===== config.mk =====
export PLATFORM = sky130hd
export DESIGN_NAME = stepper_pump_step_controller_flat
export DESIGN_NICKNAME = d
export VERILOG_FILES = /design/src/rtl/spsc_pkg.sv /design/src/rtl/spsc_cmd_if.sv /design/src/rtl/spsc_rsp_if.sv /design/src/rtl/spsc_in_stage.sv /design/src/rtl/spsc_core.sv /design/src/rtl/stepper_pump_step_controller.sv /design/src/flat_wrapper.sv
export SDC_FILE = /design/constraint.sdc
export NUM_CORES = 1
export LEC_CHECK = 0
export BUFFER_PORTS_ARGS = -buffer_cell sky130_fd_sc_hd__buf_4
export CORE_MARGIN = 3
export CORE_UTILIZATION = 30
export CTS_CLUSTER_SIZE = 8
export DETAILED_ROUTE_END_ITERATION = 16
export GPL_TIMING_DRIVEN = 0
export PLACE_DENSITY_LB_ADDON = 0.08
export SETUP_SLACK_MARGIN = 0.5
export SYNTH_ARGS = -nofsm -noshare
export SYNTH_HDL_FRONTEND = slang
export SYNTH_SLANG_ARGS = --single-unit

===== constraint.sdc =====
create_clock -name clk_i -period 6.37 [get_ports clk_i]
set_input_delay 1.911 -clock clk_i [delete_from_list [all_inputs] [get_ports clk_i]]
set_output_delay 1.911 -clock clk_i [all_outputs]
set_load 0.02 [all_outputs]

===== src/rtl/spsc_pkg.sv =====
// Package with the shared types, opcodes and coil table of the stepper step controller.
`timescale 1ns / 1ps
`default_nettype none

package spsc_pkg;

  typedef enum logic [2:0] {
    OP_TICK       = 3'd0,
    OP_PORT_WRITE = 3'd1,
    OP_SET_PERIOD = 3'd2,
    OP_SET_RUN    = 3'd3,
    OP_LOAD_TGT   = 3'd4,
    OP_NOP        = 3'd5
  } opcode_e;

  typedef struct packed {
    logic [2:0]  opcode;
    logic [31:0] payload;
    logic        clear_counters;
  } item_t;

  localparam logic [23:0] PERIOD_RESET = 24'd520;
  localparam logic [7:0]  PORT_RESET   = 8'h80;
  localparam int unsigned RUN_BIT      = 7;
  localparam int unsigned DIR_BIT      = 6;

  localparam logic [7:0] COIL_TABLE [4] = '{8'hF5, 8'hF9, 8'hFA, 8'hF6};

  function automatic logic [3:0] coil_nibble(input logic [1:0] idx);
    logic [7:0] entry;
    entry = COIL_TABLE[idx];
    return entry[3:0];
  endfunction

endpackage

`default_nettype wire


===== src/rtl/spsc_cmd_if.sv =====
// Interface for the command and tick transaction channel.
`timescale 1ns / 1ps
`default_nettype none

interface spsc_cmd_if;
  logic        valid;
  logic        ready;
  logic [2:0]  opcode;
  logic [31:0] payload;
  logic        clear_counters;

  modport source (output valid, output opcode, output payload, output clear_counters,
                  input ready);
  modport sink (input valid, input opcode, input payload, input clear_counters,
                output ready);
endinterface

`default_nettype wire


===== src/rtl/spsc_rsp_if.sv =====
// Interface for the result transaction channel.
`timescale 1ns / 1ps
`default_nettype none

interface spsc_rsp_if;
  logic               valid;
  logic               ready;
  logic [7:0]         port_value;
  logic signed [31:0] steps_remaining;
  logic [31:0]        steps_taken;
  logic               step_pulse;

  modport source (output valid, output port_value, output steps_remaining,
                  output steps_taken, output step_pulse, input ready);
  modport sink (input valid, input port_value, input steps_remaining,
                input steps_taken, input step_pulse, output ready);
endinterface

`default_nettype wire


===== src/rtl/spsc_in_stage.sv =====
// Input register stage that captures one command transaction per cycle while the stage is empty or the core advances.
`timescale 1ns / 1ps
`default_nettype none

module spsc_in_stage (
  input  wire logic          clk_i,
  input  wire logic          rst_ni,
  spsc_cmd_if.sink           cmd_i,
  input  wire logic          adv_i,
  output spsc_pkg::item_t    item_o,
  output logic               valid_o
);
  import spsc_pkg::*;

  logic  valid_q;
  item_t item_q;

  assign cmd_i.ready = !valid_q || adv_i;
  assign item_o      = item_q;
  assign valid_o     = valid_q;

  always_ff @(posedge clk_i or negedge rst_ni) begin
    if (!rst_ni) begin
      valid_q <= 1'b0;
    end else if (cmd_i.ready) begin
      valid_q <= cmd_i.valid;
    end
  end

  always_ff @(posedge clk_i) begin
    if (cmd_i.ready && cmd_i.valid) begin
      item_q.opcode         <= cmd_i.opcode;
      item_q.payload        <= cmd_i.payload;
      item_q.clear_counters <= cmd_i.clear_counters;
    end
  end

endmodule

`default_nettype wire


===== src/rtl/spsc_core.sv =====
// Controller state, single-pass update logic and result register.
`timescale 1ns / 1ps
`default_nettype none

module spsc_core (
  input  wire logic          clk_i,
  input  wire logic          rst_ni,
  input  spsc_pkg::item_t    item_i,
  input  wire logic          valid_i,
  output logic               adv_o,
  spsc_rsp_if.source         rsp_o
);
  import spsc_pkg::*;

  logic [23:0] tick_q, tick_d, tick_inc;
  logic [23:0] period_q, period_d;
  logic [31:0] target_q, target_d;
  logic [31:0] rem_q, rem_d;
  logic [31:0] taken_q, taken_d;
  logic [1:0]  phase_q, phase_d;
  logic [7:0]  port_q, port_d, port_tmp;
  logic        step;
  logic        fire;

  logic        out_valid_q;
  logic [7:0]  out_port_q;
  logic [31:0] out_rem_q;
  logic [31:0] out_taken_q;
  logic        out_pulse_q;

  assign adv_o = !out_valid_q || rsp_o.ready;
  assign fire  = adv_o && valid_i;

  always_comb begin
    tick_d   = tick_q;
    period_d = period_q;
    target_d = target_q;
    rem_d    = rem_q;
    taken_d  = taken_q;
    phase_d  = phase_q;
    port_d   = port_q;
    port_tmp = port_q;
    step     = 1'b0;
    tick_inc = tick_q + 24'd1;
    case (item_i.opcode)
      OP_TICK: begin
        tick_d = tick_inc;
        if (tick_inc >= period_q) begin
          tick_d = '0;
          if (port_q[RUN_BIT]) begin
            step    = 1'b1;
            taken_d = taken_q + 32'd1;
            rem_d   = target_q - taken_d;
            if (rem_d == 32'd0 || rem_d[31]) begin
              port_tmp[RUN_BIT] = 1'b0;
            end
            port_d = {port_tmp[7:4], coil_nibble(phase_q)};
            if (port_tmp[DIR_BIT]) begin
              phase_d = phase_q + 2'd1;
            end else begin
              phase_d = phase_q - 2'd1;
            end
          end
        end
      end
      OP_PORT_WRITE: begin
        port_d = item_i.payload[7:0];
      end
      OP_SET_PERIOD: begin
        period_d = item_i.payload[23:0];
        tick_d   = '0;
      end
      OP_SET_RUN: begin
        port_d = {item_i.payload[0], port_q[6:0]};
      end
      OP_LOAD_TGT: begin
        target_d = item_i.payload;
        if (item_i.clear_counters) begin
          rem_d   = '0;
          taken_d = '0;
        end else begin
          rem_d = item_i.payload;
        end
      end
      default: begin
      end
    endcase
  end

  always_ff @(posedge clk_i or negedge rst_ni) begin
    if (!rst_ni) begin
      tick_q      <= '0;
      period_q    <= PERIOD_RESET;
      target_q    <= '0;
      rem_q       <= '0;
      taken_q     <= '0;
      phase_q     <= '0;
      port_q      <= PORT_RESET;
      out_valid_q <= 1'b0;
    end else begin
      if (adv_o) begin
        out_valid_q <= valid_i;
      end
      if (fire) begin
        tick_q   <= tick_d;
        period_q <= period_d;
        target_q <= target_d;
        rem_q    <= rem_d;
        taken_q  <= taken_d;
        phase_q  <= phase_d;
        port_q   <= port_d;
      end
    end
  end

  always_ff @(posedge clk_i) begin
    if (fire) begin
      out_port_q  <= port_d;
      out_rem_q   <= rem_d;
      out_taken_q <= taken_d;
      out_pulse_q <= step;
    end
  end

  assign rsp_o.valid           = out_valid_q;
  assign rsp_o.port_value      = out_port_q;
  assign rsp_o.steps_remaining = $signed(out_rem_q);
  assign rsp_o.steps_taken     = out_taken_q;
  assign rsp_o.step_pulse      = out_pulse_q;

  // The tick counter never rests at or above a nonzero period.
  a_tick_below_period: assert property (@(posedge clk_i) disable iff (!rst_ni)
    (tick_q == 24'd0) || (tick_q < period_q))
    else $error("tick counter at or above step period");

  // A step that leaves the motor running leaves a positive remaining count.
  a_run_implies_positive: assert property (@(posedge clk_i) disable iff (!rst_ni)
    (out_valid_q && out_pulse_q && out_port_q[RUN_BIT]) |-> ($signed(out_rem_q) > 0))
    else $error("motor still running with no steps remaining");

  // Each step advances the taken count by exactly one.
  a_step_counts: assert property (@(posedge clk_i) disable iff (!rst_ni)
    (fire && step) |=> (taken_q == $past(taken_q) + 32'd1))
    else $error("step did not advance taken count");

  // A step needs a tick transaction and a set run bit.
  a_step_source: assert property (@(posedge clk_i) disable iff (!rst_ni)
    step |-> (item_i.opcode == OP_TICK && port_q[RUN_BIT]))
    else $error("step without tick or while stopped");

endmodule

`default_nettype wire


===== src/rtl/stepper_pump_step_controller.sv =====
// Top level of the four-phase stepper step controller.
// Path: an accepted command transaction is held in the input register, passes the state update
// and its result is then held in the result register until the result transaction is taken.
// Throughput: one transaction per cycle; the state update sits between the input register and
// the result register, and both stages advance whenever the result register is empty or taken.
// Reset: asynchronous, active low; period 520, port 0x80, all counters and phase zero.
`timescale 1ns / 1ps
`default_nettype none

module stepper_pump_step_controller (
  input  wire logic  clk_i,
  input  wire logic  rst_ni,
  spsc_cmd_if.sink   cmd_i,
  spsc_rsp_if.source rsp_o
);
  import spsc_pkg::*;

  item_t item;
  logic  item_valid;
  logic  adv;

  spsc_in_stage u_in_stage (
    .clk_i   (clk_i),
    .rst_ni  (rst_ni),
    .cmd_i   (cmd_i),
    .adv_i   (adv),
    .item_o  (item),
    .valid_o (item_valid)
  );

  spsc_core u_core (
    .clk_i   (clk_i),
    .rst_ni  (rst_ni),
    .item_i  (item),
    .valid_i (item_valid),
    .adv_o   (adv),
    .rsp_o   (rsp_o)
  );

endmodule

`default_nettype wire


===== src/flat_wrapper.sv =====
// flat-port wrapper written by rule: the top's interface ports become plain ports
module stepper_pump_step_controller_flat import spsc_pkg::*;
  (clk_i, rst_ni, cmd_i_valid, cmd_i_opcode, cmd_i_payload, cmd_i_clear_counters, cmd_i_ready, rsp_o_valid, rsp_o_port_value, rsp_o_steps_remaining, rsp_o_steps_taken, rsp_o_step_pulse, rsp_o_ready);
  spsc_cmd_if cmd_i_i ();
  spsc_rsp_if rsp_o_i ();
  input  wire logic clk_i;
  input  wire logic rst_ni;
  input wire logic [$bits(cmd_i_i.valid)-1:0] cmd_i_valid;
  input wire logic [$bits(cmd_i_i.opcode)-1:0] cmd_i_opcode;
  input wire logic [$bits(cmd_i_i.payload)-1:0] cmd_i_payload;
  input wire logic [$bits(cmd_i_i.clear_counters)-1:0] cmd_i_clear_counters;
  output wire logic [$bits(cmd_i_i.ready)-1:0] cmd_i_ready;
  output wire logic [$bits(rsp_o_i.valid)-1:0] rsp_o_valid;
  output wire logic [$bits(rsp_o_i.port_value)-1:0] rsp_o_port_value;
  output wire logic [$bits(rsp_o_i.steps_remaining)-1:0] rsp_o_steps_remaining;
  output wire logic [$bits(rsp_o_i.steps_taken)-1:0] rsp_o_steps_taken;
  output wire logic [$bits(rsp_o_i.step_pulse)-1:0] rsp_o_step_pulse;
  input wire logic [$bits(rsp_o_i.ready)-1:0] rsp_o_ready;
  assign cmd_i_i.valid = cmd_i_valid;
  assign cmd_i_i.opcode = cmd_i_opcode;
  assign cmd_i_i.payload = cmd_i_payload;
  assign cmd_i_i.clear_counters = cmd_i_clear_counters;
  assign cmd_i_ready = cmd_i_i.ready;
  assign rsp_o_valid = rsp_o_i.valid;
  assign rsp_o_port_value = rsp_o_i.port_value;
  assign rsp_o_steps_remaining = rsp_o_i.steps_remaining;
  assign rsp_o_steps_taken = rsp_o_i.steps_taken;
  assign rsp_o_step_pulse = rsp_o_i.step_pulse;
  assign rsp_o_i.ready = rsp_o_ready;
  stepper_pump_step_controller u_core (.clk_i(clk_i), .rst_ni(rst_ni), .cmd_i(cmd_i_i), .rsp_o(rsp_o_i));
endmodule

* After elaboration in Yosys (flattened, before gate mapping)
Cells that the tools add are included.
Word-level totals: register bits after elaboration 265, input port bits 40, output and inout bits 75, word-level logic and storage cells 62
Cells by class: $add $sub $neg 5, $lt $le $gt $ge 2, equality and inequality tests 4, muxes and demuxes 19, bitwise gates (word level) 1, reductions and logical operators 15
Operators by type and width (number):
- $mux W32 | 6
- $pmux W32 S2 | 2
- $pmux W24 S2 | 1
- $add A32 B1 Y32 const B | 1
- $logic_not A32 Y1 | 1
- $sub A32 B32 Y32 | 1
- $add A24 B1 Y24 const B | 1
- $ge A24 B24 Y1 | 1
- $mux W24 | 1
- $pmux W8 S3 | 1
- $bmux W8 S2 | 1
- $mux W8 | 2
- $mux W4 | 2
- $reduce_and A2 Y1 | 4
- $eq A3 B2 Y1 const B | 2
- $reduce_and A4 Y1 | 1
- $eq A3 B1 Y1 const B | 1
- $eq A3 B3 Y1 const B | 1
- $ge A3 B3 Y1 const B | 1
- $logic_not A3 Y1 | 1
- $logic_or A1 B1 Y1 | 3
- $not A2 Y3 | 1
- $add A2 B1 Y2 const B | 1
- $logic_and A1 B1 Y1 | 2
- 5 further kinds | 7

* Longest topological paths before layout
Gate-level depths: netlist of the first run.
word-level depth 8, depth in mapped cells 21, gate-level depth less buffers 17

* Modules after synthesis
Synthesis of the first run repeated with hierarchy kept, for this count alone.
Second synthesis, totals: cell total of the unflattened synthesis 1399, area total of the unflattened synthesis 14636.5 µm²
Modules (own cells, without submodules):
- spsc_core | times used 1, cells each 1359, area an instance 13501.7 µm², sequential area each 6074.6 µm²
- spsc_in_stage | times used 1, cells each 40, area an instance 1134.8 µm², sequential area each 1106.1 µm²

* Least setup slack after synthesis of the first run
OpenSTA, ideal clock, no wires.
kind input to register, start input rsp_o_ready, end register u_core.u_core.rem_q[24], setup time 0.131 ns, arrival 5.209 ns, data required time 6.239 ns, path slack 1.030 ns, cell stages on the path 6, path buffers 2, cell sequence nand2b_1 nand2_1 inv_1 clkbuf_1 clkbuf_1 mux2_2
On the way: longest elaborated chain between the ends 2
RTL lines:
- start, declared | RTL line flat_wrapper.sv:18 | input wire logic [$bits(rsp_o_i.ready)-1:0] rsp_o_ready;
- $logic_or A1 B1 Y1 | RTL line spsc_core.sv:31 | assign adv_o = !out_valid_q || rsp_o.ready;
- $logic_and A1 B1 Y1 | RTL line spsc_core.sv:32 | assign fire = adv_o && valid_i;
- via u_core.u_core.fire | RTL line spsc_core.sv:23 | logic fire;
- end signal, assigned | RTL line spsc_core.sv:108 | rem_q <= rem_d;
- end, declared | RTL line spsc_core.sv:18 | logic [31:0] rem_q, rem_d;
The timed path passes the listed nets, and every way through them passes these cells. A chain may end at the register's enable or synchronous reset.

* Worst setup path after layout of the first run
start register u_core.u_core.tick_q[2], end register u_core.u_core.rem_q[11]
On the way: longest elaborated chain between the ends 4
RTL lines:
- start, declared | RTL line spsc_core.sv:15 | logic [23:0] tick_q, tick_d, tick_inc;
- start signal, assigned | RTL line spsc_core.sv:105 | tick_q <= tick_d;
- $add A24 B1 Y24 | RTL line spsc_core.sv:44 | tick_inc = tick_q + 24'd1;
- $ge A24 B24 Y1 | RTL line spsc_core.sv:48 | if (tick_inc >= period_q) begin
- $mux W32 | RTL line spsc_core.sv:48
- $pmux W32 S2 | RTL line spsc_core.sv:45 | case (item_i.opcode)
Every way passes these cells.

==> impl_metrics.py, run 1 <==
metrics = {
    "place": {
        "place_congestion": 0.868,
        "dp.cells": 2010,
        "dp_hpwl_um": 31800,
        "portBuffers": 114,
        "dpl_worst_slack_ps": 979,
        "placed_cell_area_um2": 15600,
    },
    "sta": {
        "max_freq_mhz": 184,
        "holdWs_ps": 470,
        "post-route-period-util_pct": 85.4,
        "worst_pin_slew_ps": 1090,
        "rsz0062_at_grt": "no",
        "period_minus_slack_ps": 5440,
        "skew_ps": 16.9,
        "layout_setup_ws_ps": 929,
        "slew_viol_final": 0,
        "setup_viol": 0,
        "slew_headroom_pct": 26.8,
        "timing.final.hold_violations": 0,
    },
    "synth": {
        "synthTopCellsByArea": "dfrtp_1 (27%), edfxtp_1 (23%), mux2_2 (7.0%)",
        "yosysSeqAreaShare_pct": 51.5,
        "ys_types": 74,
        "yosysWarnings": 0,
        "synth_area_um2": 13900,
        "yosysTopAreaCell": "dfrtp_1",
        "synth_edf_count": 109,
        "syn_avg_cell_area_um2": 10.8,
        "synth_flop_cell": "dfrtp_1",
        "synth-async-reset-ratio_pct": 58.9,
        "yosys.area.top_type_share_pct": 27.5,
        "synth_nets": 1391,
        "synthCells": 1293,
        "ys_ff_latch": 265,
    },
    "clocking": {
        "cts.path.max_buffers": 3,
        "clk_pin_slew_ps": 50,
        "ctsHoldBuffers": 0,
        "post_cts_buffers": 0,
        "tritoncts": "built",
        "htree_levels": 2,
        "clkLatencyLatePin_ps": 550,
        "cts_root_buf": "clkbuf_16",
        "cts_resized": 0,
        "cts_buffers": 39,
        "cts.sinks": 265,
    },
    "global_routing": {
        "grt_max_degree": 94,
        "grt-ovfl-total": 0,
        "grt_pass1_wl_um": 65200,
        "grt_pass1_vias": 10600,
        "grt_usage_pct": 17.3,
        "antenna_found_initial": 0,
    },
    "worst_setup_path": {
        "critPathRequiredTime_ps": 6830,
        "path_buf_inv": 4,
        "endpoint_kind": "flop",
        "slowest_stage": "o21ai_1",
        "critPathKind": "reg -> reg",
        "critPathMaxStageDelay_ps": 540,
        "cpLargestDelayFamily": "simple AND/OR/NAND/NOR gates",
        "worst_path_most_repeated_cell": "and3_1",
        "crit_chain": "and3_1, and4_1, and3_1, and3_1, and3_1, clkbuf_1, and3_1, xor2_1, ha_1, o2111ai_1, or2_2, o21ai_1, nand3_1, inv_1, buf_2, a222oi_1, buf_4, o21ai_0",
        "start_kind": "flop",
        "cp_max_fo": 10,
        "worstPathArrival_ps": 5900,
    },
    "detailed_routing": {
        "drt-total-wl_um": 42500,
        "first_pass_iters": 5,
        "wl_per_cell_um": 20.4,
        "drtIter0Drc": 738,
        "via_count": 10500,
        "drc": 0,
        "final_antenna_net_count": 0,
        "viasPerCell": 5.04,
    },
    "floorplan": {
        "die_w_um": 221,
        "die_area_um2": 49100,
        "die_y_um": 221,
        "core_um2": 45600,
        "start_util_pct": 30.6,
        "ios": 115,
        "fp-row-count": 78,
    },
    "status": {
        "run_status": "complete, no violations",
    },
    "cells_and_area": {
        "syn2layout_area_growth_pct": 20.4,
        "finalNetCount": 1550,
        "design_area_um2": 16800,
        "final_cells": 2081,
        "drive_gt1_share_pct": 19.7,
        "n_antenna_cell": 0,
    },
    "run": {
        "drv_cap": 0,
    },
    "hold_path": {
        "hp-class": "reg -> reg",
    },
    "power_and_ir_drop": {
        "ir_drop_uv": 168,
        "powerDensity_nw_per_um2": 351,
        "power_leakage_nw": 7.11,
    },
}
-- per-stage QoR --
step	total power (W)	utilization, %	TNS (ps)
6_report	0.00589	36.8	0
2_1_floorplan	0.00341	-	0
5_1_grt	0.00625	36.8	0
3_5_place_dp	0.00396	34.3	0
3_3_place_gp	0.00396	34.1	-75390
4_1_cts	0.00598	36.8	0
-- worst reg2reg max path: cells and delay by family (launching register included) --
kind | cells | cell delay [ps]
adders and majority gates | 1 | 300
buffers and inverters | 4 | 1400
DFF | 1 | 420
and+or+nand+nor | 8 | 2170
AOI/OAI and AO/OA | 4 | 1010
xor gates and xnor gates | 1 | 90
-- report_power, final --
group	internal (W)	total [W]	switching, W
combinational	0.000689	0.00164	0.000950
sequential	0.00212	0.00230	0.000178
clock	0.00118	0.00195	0.000775
total	0.00399	0.00589	0.00190
-- cell families (layout without fill, tap and decap cells) --
logic type	Yosys count	in the layout	synth area share [%]
and+or+nand+nor	368	368	12.5
buffers and inverters	114	302	3.42
AOI/OAI and AO/OA	315	315	14.7
xor gates and xnor gates	79	79	4.97
muxes	94	94	7.56
DFF	265	265	51.5
adders and majority gates	58	58	5.26
-- layout by cell type, fill, tap and decap left out, drive strengths merged, types with 32 or more instances in the layout --
master,instances
dfrtp,153
nand2,149
buf,143
o21ai,139
clkbuf,110
edfxtp,109
mux2,87
nor2,65
ha,57
a21oi,48
inv,47
xor2,44
xnor2,35
and3,33
nand3,32
-- metal layers --
layer / GRT usage (%) / share of wire, %
met1: 23.9 / 47
met2: 28.1 / 47
met3: 2.48 / 3.7
met4: 5.70 / 2.7
met5: 0 / 0
-- registers in the layout, summed over array words and instances (netlist names), 24 cells and up --
register and flops:
u_core.u_core.rsp_o.steps_taken 32, u_core.u_in_stage.item_o 36, u_core.u_core.rsp_o.steps_remaining 32, u_core.u_core.target_q 32
u_core.u_core.tick_q 24, u_core.u_core.taken_q 32, u_core.u_core.rem_q 32, u_core.u_core.period_q 24
-- Yosys cell counts (3+ instances only) --
| cell | count |
|---|---|
| o21ai_0 | 127 |
| xnor2_1 | 35 |
| nand4_1 | 13 |
| nand3b_1 | 3 |
| a221o_1 | 11 |
| and2_1 | 4 |
| o21bai_1 | 3 |
| mux2i_1 | 7 |
| inv_1 | 46 |
| nand3_1 | 32 |
| o31ai_1 | 7 |
| a211oi_1 | 10 |
| o211ai_1 | 5 |
| or2_2 | 4 |
| nand2b_1 | 17 |
| xor2_1 | 44 |
| o21a_1 | 10 |
| clkbuf_1 | 43 |
| and4_1 | 4 |
| o2111ai_1 | 3 |
| dfstp_2 | 3 |
| a22oi_1 | 13 |
| a21oi_1 | 46 |
| edfxtp_1 | 109 |
| ha_1 | 57 |
| nor2_1 | 65 |
| and3_1 | 32 |
| a31oi_1 | 4 |
| a21o_1 | 12 |
| or3_1 | 11 |
| o21ai_1 | 11 |
| mux2_2 | 86 |
| a222oi_1 | 9 |
| o211a_1 | 3 |
| nor3_1 | 18 |
| buf_4 | 3 |
| buf_2 | 18 |
| a21boi_0 | 4 |
| a211o_1 | 3 |
| dfrtp_1 | 153 |
| nor2b_1 | 6 |
| nand2_1 | 149 |
| a32o_1 | 12 |
-- final timing paths --
path	from	to	slack (ps)	cells past startpoint
worst min register to register	u_core.u_core.port_q[4]$_DFFE_PN0P_	u_core.u_core.port_q[4]$_DFFE_PN0P_	470	2
min in group asynchronous	rst_ni	u_core.u_core.taken_q[26]$_DFFE_PN0P_	1310	1
max in group asynchronous	rst_ni	u_core.u_core.period_q[9]$_DFFE_PN1P_	4160	2
worst min-delay path	u_core.u_core.port_q[4]$_DFFE_PN0P_	u_core.u_core.port_q[4]$_DFFE_PN0P_	470	2
worst max register to register	u_core.u_core.tick_q[2]$_DFFE_PN0P_	u_core.u_core.rem_q[11]$_DFFE_PN0P_	930	18
worst max-delay path	u_core.u_core.tick_q[2]$_DFFE_PN0P_	u_core.u_core.rem_q[11]$_DFFE_PN0P_	930	18
-- layout make-up --
cell class | count | area, um^2
Fill cell | 4564 | 28800
Timing Repair Buffer | 118 | 946
Multi-Input combinational cell | 914 | 6270
Tap cell | 600 | 751
Clock inverter | 3 | 30.0
Sequential cell | 265 | 7180
Buffer | 68 | 308
Inverter | 46 | 173
Clock buffer | 67 | 1110
No activity file was read; power rests on OpenSTA's default activity.
==> run 2: changes to the inputs <==
Settings changed: MAX_ROUTING_LAYER from default to met4.
==> run 2 against run 1 <==
  * Fmax fell by 3.0%
  * Die area unchanged
  * Cell area about the same
  * Sequential share of layout area about the same
  * Global-route usage up 0.81 points
  * Sequential power hardly changed
  * Critical path depth grew 1
  * Combinational power about the same
  * Clock power is essentially flat
==> impl_metrics.py, run 2 (synthesis gave the netlist of run 1 again) <==
metrics = {
    "clocking": {
        "cts.sinks": 265,
        "tritoncts": "built",
        "htree_levels": 2,
        "clk_pin_slew_ps": 50,
        "cts_buffers": 39,
        "cts_root_buf": "clkbuf_16",
        "post_cts_buffers": 0,
        "clkLatencyLatePin_ps": 540,
        "cts.path.max_buffers": 3,
    },
    "sta": {
        "max_freq_mhz": 178,
        "post-route-period-util_pct": 88.0,
        "slew_headroom_pct": 27.6,
        "holdWs_ps": 471,
        "slew_viol_final": 0,
        "period_minus_slack_ps": 5610,
        "rsz0062_at_grt": "yes",
        "timing.final.hold_violations": 0,
        "worst_pin_slew_ps": 1080,
        "setup_viol": 0,
        "skew_ps": 23.5,
    },
    "worst_setup_path": {
        "critPathKind": "reg -> reg",
        "critPathMaxStageDelay_ps": 650,
        "endpoint_kind": "flop",
        "worstPathArrival_ps": 5840,
        "critPathRequiredTime_ps": 6610,
        "crit_chain": "ha_1, and3_1, clkbuf_1, nand3_1, nand2b_2, nor2_1, nand3_1, xor2_1, ha_1, buf_2, and4_1, and3_1, nand3_1, a211oi_1, o21ai_0, a222oi_1, nand4_1, nor3_1, a21oi_1",
        "slowest_stage": "a222oi_1",
        "r2r-start": "u_core.u_core.taken_q[0]$_DFFE_PN0P_",
        "cp_max_fo": 10,
        "worst_path_most_repeated_cell": "nand3_1",
        "startpoint": "u_core.u_core.taken_q[0]$_DFFE_PN0P_",
        "start_kind": "flop",
    },
    "run": {
        "drv_cap": 0,
    },
    "detailed_routing": {
        "drtIter0Drc": 667,
        "drt-total-wl_um": 43700,
        "first_pass_iters": 6,
        "final_antenna_net_count": 0,
        "viasPerCell": 5.07,
        "via_count": 10500,
        "wl_per_cell_um": 21.0,
        "drc": 0,
    },
    "cells_and_area": {
        "syn2layout_area_growth_pct": 20.4,
        "final_util_pct": 36.8,
        "drive_gt1_share_pct": 19.8,
        "final_cells": 2082,
        "design_area_um2": 16800,
        "layout_common_cells": "dfrtp_1 (153), nand2_1 (148), o21ai_0 (127)",
        "finalNetCount": 1549,
        "final_common_cell": "dfrtp_1",
        "largest_reg_flops": 36,
    },
    "global_routing": {
        "grt_pass1_wl_um": 66700,
        "grt_pass1_vias": 10700,
        "grt_max_degree": 95,
        "antenna_found_initial": 1,
        "grt-ovfl-total": 0,
        "grt_usage_pct": 18.1,
    },
    "floorplan": {
        "die_y_um": 221,
        "fp-row-count": 78,
        "start_util_pct": 30.6,
        "ios": 115,
        "die_w_um": 221,
        "die_area_um2": 49100,
        "core_um2": 45600,
    },
    "place": {
        "dp_hpwl_um": 32400,
        "portBuffers": 114,
        "dp.cells": 2010,
        "place_congestion": 0.871,
        "placed_cell_area_um2": 15600,
    },
    "power_and_ir_drop": {
        "powerDensity_nw_per_um2": 352,
        "power_leakage_nw": 7.10,
        "ir_drop_uv": 178,
        "power_w": 0.00590,
    },
    "hold_path": {
        "hp-class": "reg -> reg",
        "min_from": "u_core.u_core.port_q[4]$_DFFE_PN0P_",
    },
    "status": {
        "run_status": "complete, no violations",
    },
}
-- run 2: critical path: cells and delay by family, from the launching register on --
| family | cells | cell delay, ps |
|---|---|---|
| simple gates | 10 | 2220 |
| compound gates | 4 | 1390 |
| fa+ha+maj | 2 | 570 |
| flops | 1 | 460 |
| buf+inv | 2 | 460 |
| xor+xnor | 1 | 190 |
-- run 2: area by class of cell --
class	instances	area, um^2
Fill cell	4586	28800
Sequential cell	265	7180
Multi-Input combinational cell	914	6280
Clock buffer	68	1090
Timing Repair Buffer	117	938
Tap cell	600	751
Buffer	68	308
Inverter	46	173
Clock inverter	3	37.5
Antenna cell	1	2.50
-- run 2: what timing repair did --
action | CTS | global route
gates resized for setup | 0 | 3
hold buffers | 0 | 0
setup endpoints to repair | 0 | 14
-- run 2: final timing paths --
check / depth (start not counted) / end / slack [ps]
max: 19 / u_core.u_core.rsp_o.port_value[7]$_DFFE_PP_ / 760
min: 2 / u_core.u_core.port_q[4]$_DFFE_PN0P_ / 470
max reg2reg: 19 / u_core.u_core.rsp_o.port_value[7]$_DFFE_PP_ / 760
min reg2reg: 2 / u_core.u_core.port_q[4]$_DFFE_PN0P_ / 470
max in group asynchronous: 2 / u_core.u_core.period_q[3]$_DFFE_PN1P_ / 4150
min in group asynchronous: 1 / u_core.u_core.taken_q[26]$_DFFE_PN0P_ / 1320
-- run 2: per-layer routing --
metal	up-vias	track usage (%)	wire, um
met5	-	-	0
met4	0	5.14	1040
met3	67	2.85	1900
met2	224	28.4	20200
met1	5211	24.5	20500
li1	5045	-	-
-- run 2: power by group --
part	total (W)	leakage (nW)	switching, W	internal [W]
Clock	0.00195	0.539	0.000785	0.00116
Sequential	0.00230	3.10	0.000180	0.00212
Combinational	0.00165	3.46	0.000966	0.000688
-- run 2: per-stage QoR --
step	TNS (ps)	worst slack, ps
floorplan	0	1030
global placement	-78030	-1130
detailed placement	0	630
CTS	0	601
global route	0	424
finish	0	764
==> run 3: changes to the inputs <==
Settings changed: CORE_ASPECT_RATIO from default to 0.8.
==> run 3 against run 2 <==
  * Worst hold slack got worse by 3.8 ps
  * Non-clock buffer count unchanged
  * Combinational power about the same
  * Global-route usage increased by 0.28 points
  * Cell count about the same
  * Flip-flop and latch count unchanged
  * Via count about the same
  * Clock power about the same
  * Largest cell class unchanged
  * First-iteration DRC count increased by 15%
  * Fmax increased by 2.6%
  * Cell area about the same
  * Power about the same
==> impl_metrics.py, run 3 (synthesis gave the netlist of run 1 again) <==
metrics = {
    "clocking": {
        "clkLatencyLatePin_ps": 560,
        "tritoncts": "built",
        "ctsHoldBuffers": 0,
        "cts_buffers": 39,
        "clk_pin_slew_ps": 50,
        "cts.sinks": 265,
        "cts_root_buf": "clkbuf_16",
        "cts.path.max_buffers": 3,
        "htree_levels": 2,
    },
    "worst_setup_path": {
        "path_buf_inv": 2,
        "critPathKind": "reg -> reg",
        "worstPathArrival_ps": 5740,
        "r2r_setup_slack_ps": 910,
        "critPathRequiredTime_ps": 6650,
        "startpoint": "u_core.u_core.taken_q[0]$_DFFE_PN0P_",
        "crit_chain": "ha_1, and3_1, clkbuf_1, nand3_1, xor2_1, ha_1, clkbuf_1, nand2_1, a2111oi_0, nor2_1, xnor2_1, nor4b_1, nand4b_1, nor3b_1, a21oi_1",
        "cpLargestDelayFamily": "simple AND/OR/NAND/NOR gates",
        "critPathMaxStageDelay_ps": 840,
        "r2r-start": "u_core.u_core.taken_q[0]$_DFFE_PN0P_",
        "cp.depth": 15,
        "endpoint_kind": "flop",
        "start_kind": "flop",
        "rr_endpoint": "u_core.u_core.rsp_o.port_value[7]$_DFFE_PP_",
        "cp_max_fo": 8,
        "rr_worst_depth": 15,
        "slowest_stage": "a2111oi_0",
    },
    "sta": {
        "holdWs_ps": 467,
        "worst_pin_slew_ps": 1030,
        "skew_ps": 20.0,
        "max_freq_mhz": 183,
        "rsz0062_at_grt": "no",
        "layout_setup_ws_ps": 907,
        "slew_viol_final": 0,
        "period_minus_slack_ps": 5460,
        "timing.final.hold_violations": 0,
        "fin_setup_tns_ps": 0,
        "slew_headroom_pct": 29.5,
        "setup_viol": 0,
        "post-route-period-util_pct": 85.8,
    },
    "floorplan": {
        "core_um2": 45200,
        "die_area_um2": 49100,
        "die_w_um": 247,
        "fp-row-count": 69,
        "ios": 115,
        "start_util_pct": 30.9,
        "die_y_um": 199,
    },
    "power_and_ir_drop": {
        "powerDensity_nw_per_um2": 352,
        "power_leakage_nw": 7.10,
        "ir_drop_uv": 177,
    },
    "detailed_routing": {
        "viasPerCell": 5.06,
        "final_antenna_net_count": 0,
        "via_count": 10600,
        "drc": 0,
        "drtIter0Drc": 770,
        "drt-total-wl_um": 43700,
        "wl_met1_um": 22200,
        "wl_met2_um": 19000,
        "route.met3.wl_um": 1750,
        "first_pass_iters": 9,
        "highest_layer": "met4",
        "wl_per_cell_um": 21.0,
    },
    "status": {
        "run_status": "complete, no violations",
    },
    "place": {
        "placed_cell_area_um2": 15600,
        "place_congestion": 0.849,
        "dp_hpwl_um": 33000,
        "portBuffers": 114,
        "dpl_worst_slack_ps": 839,
    },
    "cells_and_area": {
        "design_area_um2": 16800,
        "n_fill_cell": 4493,
        "syn2layout_area_growth_pct": 20.4,
        "layout_common_cells": "dfrtp_1 (153), nand2_1 (149), o21ai_0 (127)",
        "drive_gt1_share_pct": 19.7,
        "largest_reg_flops": 36,
        "final_common_cell": "dfrtp_1",
        "n_antenna_cell": 0,
        "finalNetCount": 1549,
    },
    "global_routing": {
        "grt_pass1_vias": 10300,
        "grt-ovfl-total": 0,
        "grt_max_degree": 97,
        "antenna_found_initial": 0,
        "grt_pass1_wl_um": 65600,
        "grt_usage_pct": 18.4,
    },
    "hold_path": {
        "min_from": "u_core.u_core.port_q[5]$_DFFE_PN0P_",
        "hp-class": "reg -> reg",
        "whs_endpoint": "u_core.u_core.port_q[5]$_DFFE_PN0P_",
        "hold_depth": 2,
    },
    "run": {
        "drv_cap": 0,
    },
}
-- run 3: layout make-up --
class                           count  area [um^2]  area share (%)
Sequential cell                   265         7180            42.8
Multi-Input combinational cell    914         6280            37.4
Clock buffer                       66         1080            6.42
Timing Repair Buffer              117          938            5.59
Tap cell                          603          754            4.50
Buffer                             68          308            1.83
Inverter                           46          173            1.03
Clock inverter                      5         63.8           0.380
-- run 3: worst min-delay path: cells and delay by family, from the launching register on --
kind	cells	cell delay, ps
flip-flops	1	330
AND/OR/NAND/NOR	2	100
-- run 3: stage by stage --
stage	power [W]	util, %	std cells
2_1_floorplan	0.00341	-	1293
3_3_place_gp	0.00398	34.4	2010
3_5_place_dp	0.00398	34.6	2013
4_1_cts	0.00599	37.1	2084
5_1_grt	0.00625	37.2	2084
6_report	0.00590	37.2	2084
-- run 3: worst max-delay path by stage --
stage	end
final	u_core.u_core.rsp_o.port_value[7]$_DFFE_PP_
after global routing	u_core.u_core.rsp_o.port_value[7]$_DFFE_PP_
after CTS	u_core.u_core.rsp_o.port_value[7]$_DFFE_PP_
after detailed placement	u_core.u_core.rsp_o.port_value[7]$_DFFE_PP_
after global placement	u_core.u_core.rem_q[28]$_DFFE_PN0P_
after floorplan	u_core.u_core.rem_q[24]$_DFFE_PN0P_
-- run 3: metal layers --
metal / track usage, % / up-vias
li1: - / 5049
met1: 26.7 / 5209
met2: 27.0 / 241
met3: 2.67 / 54
met4: 4.54 / 0
met5: - / -
-- run 3: where the power goes --
part	switching (W)	internal [W]	leakage (nW)
Clock	0.000792	0.00115	0.541
Combinational	0.000970	0.000689	3.46
Sequential	0.000181	0.00212	3.10
-- run 3: timing repair --
| action | in CTS | in global routing |
|---|---|---|
| resized for setup | 0 | 2 |
| setup endpoints to repair | 0 | 2 |
| setup buffers | 0 | 0 |
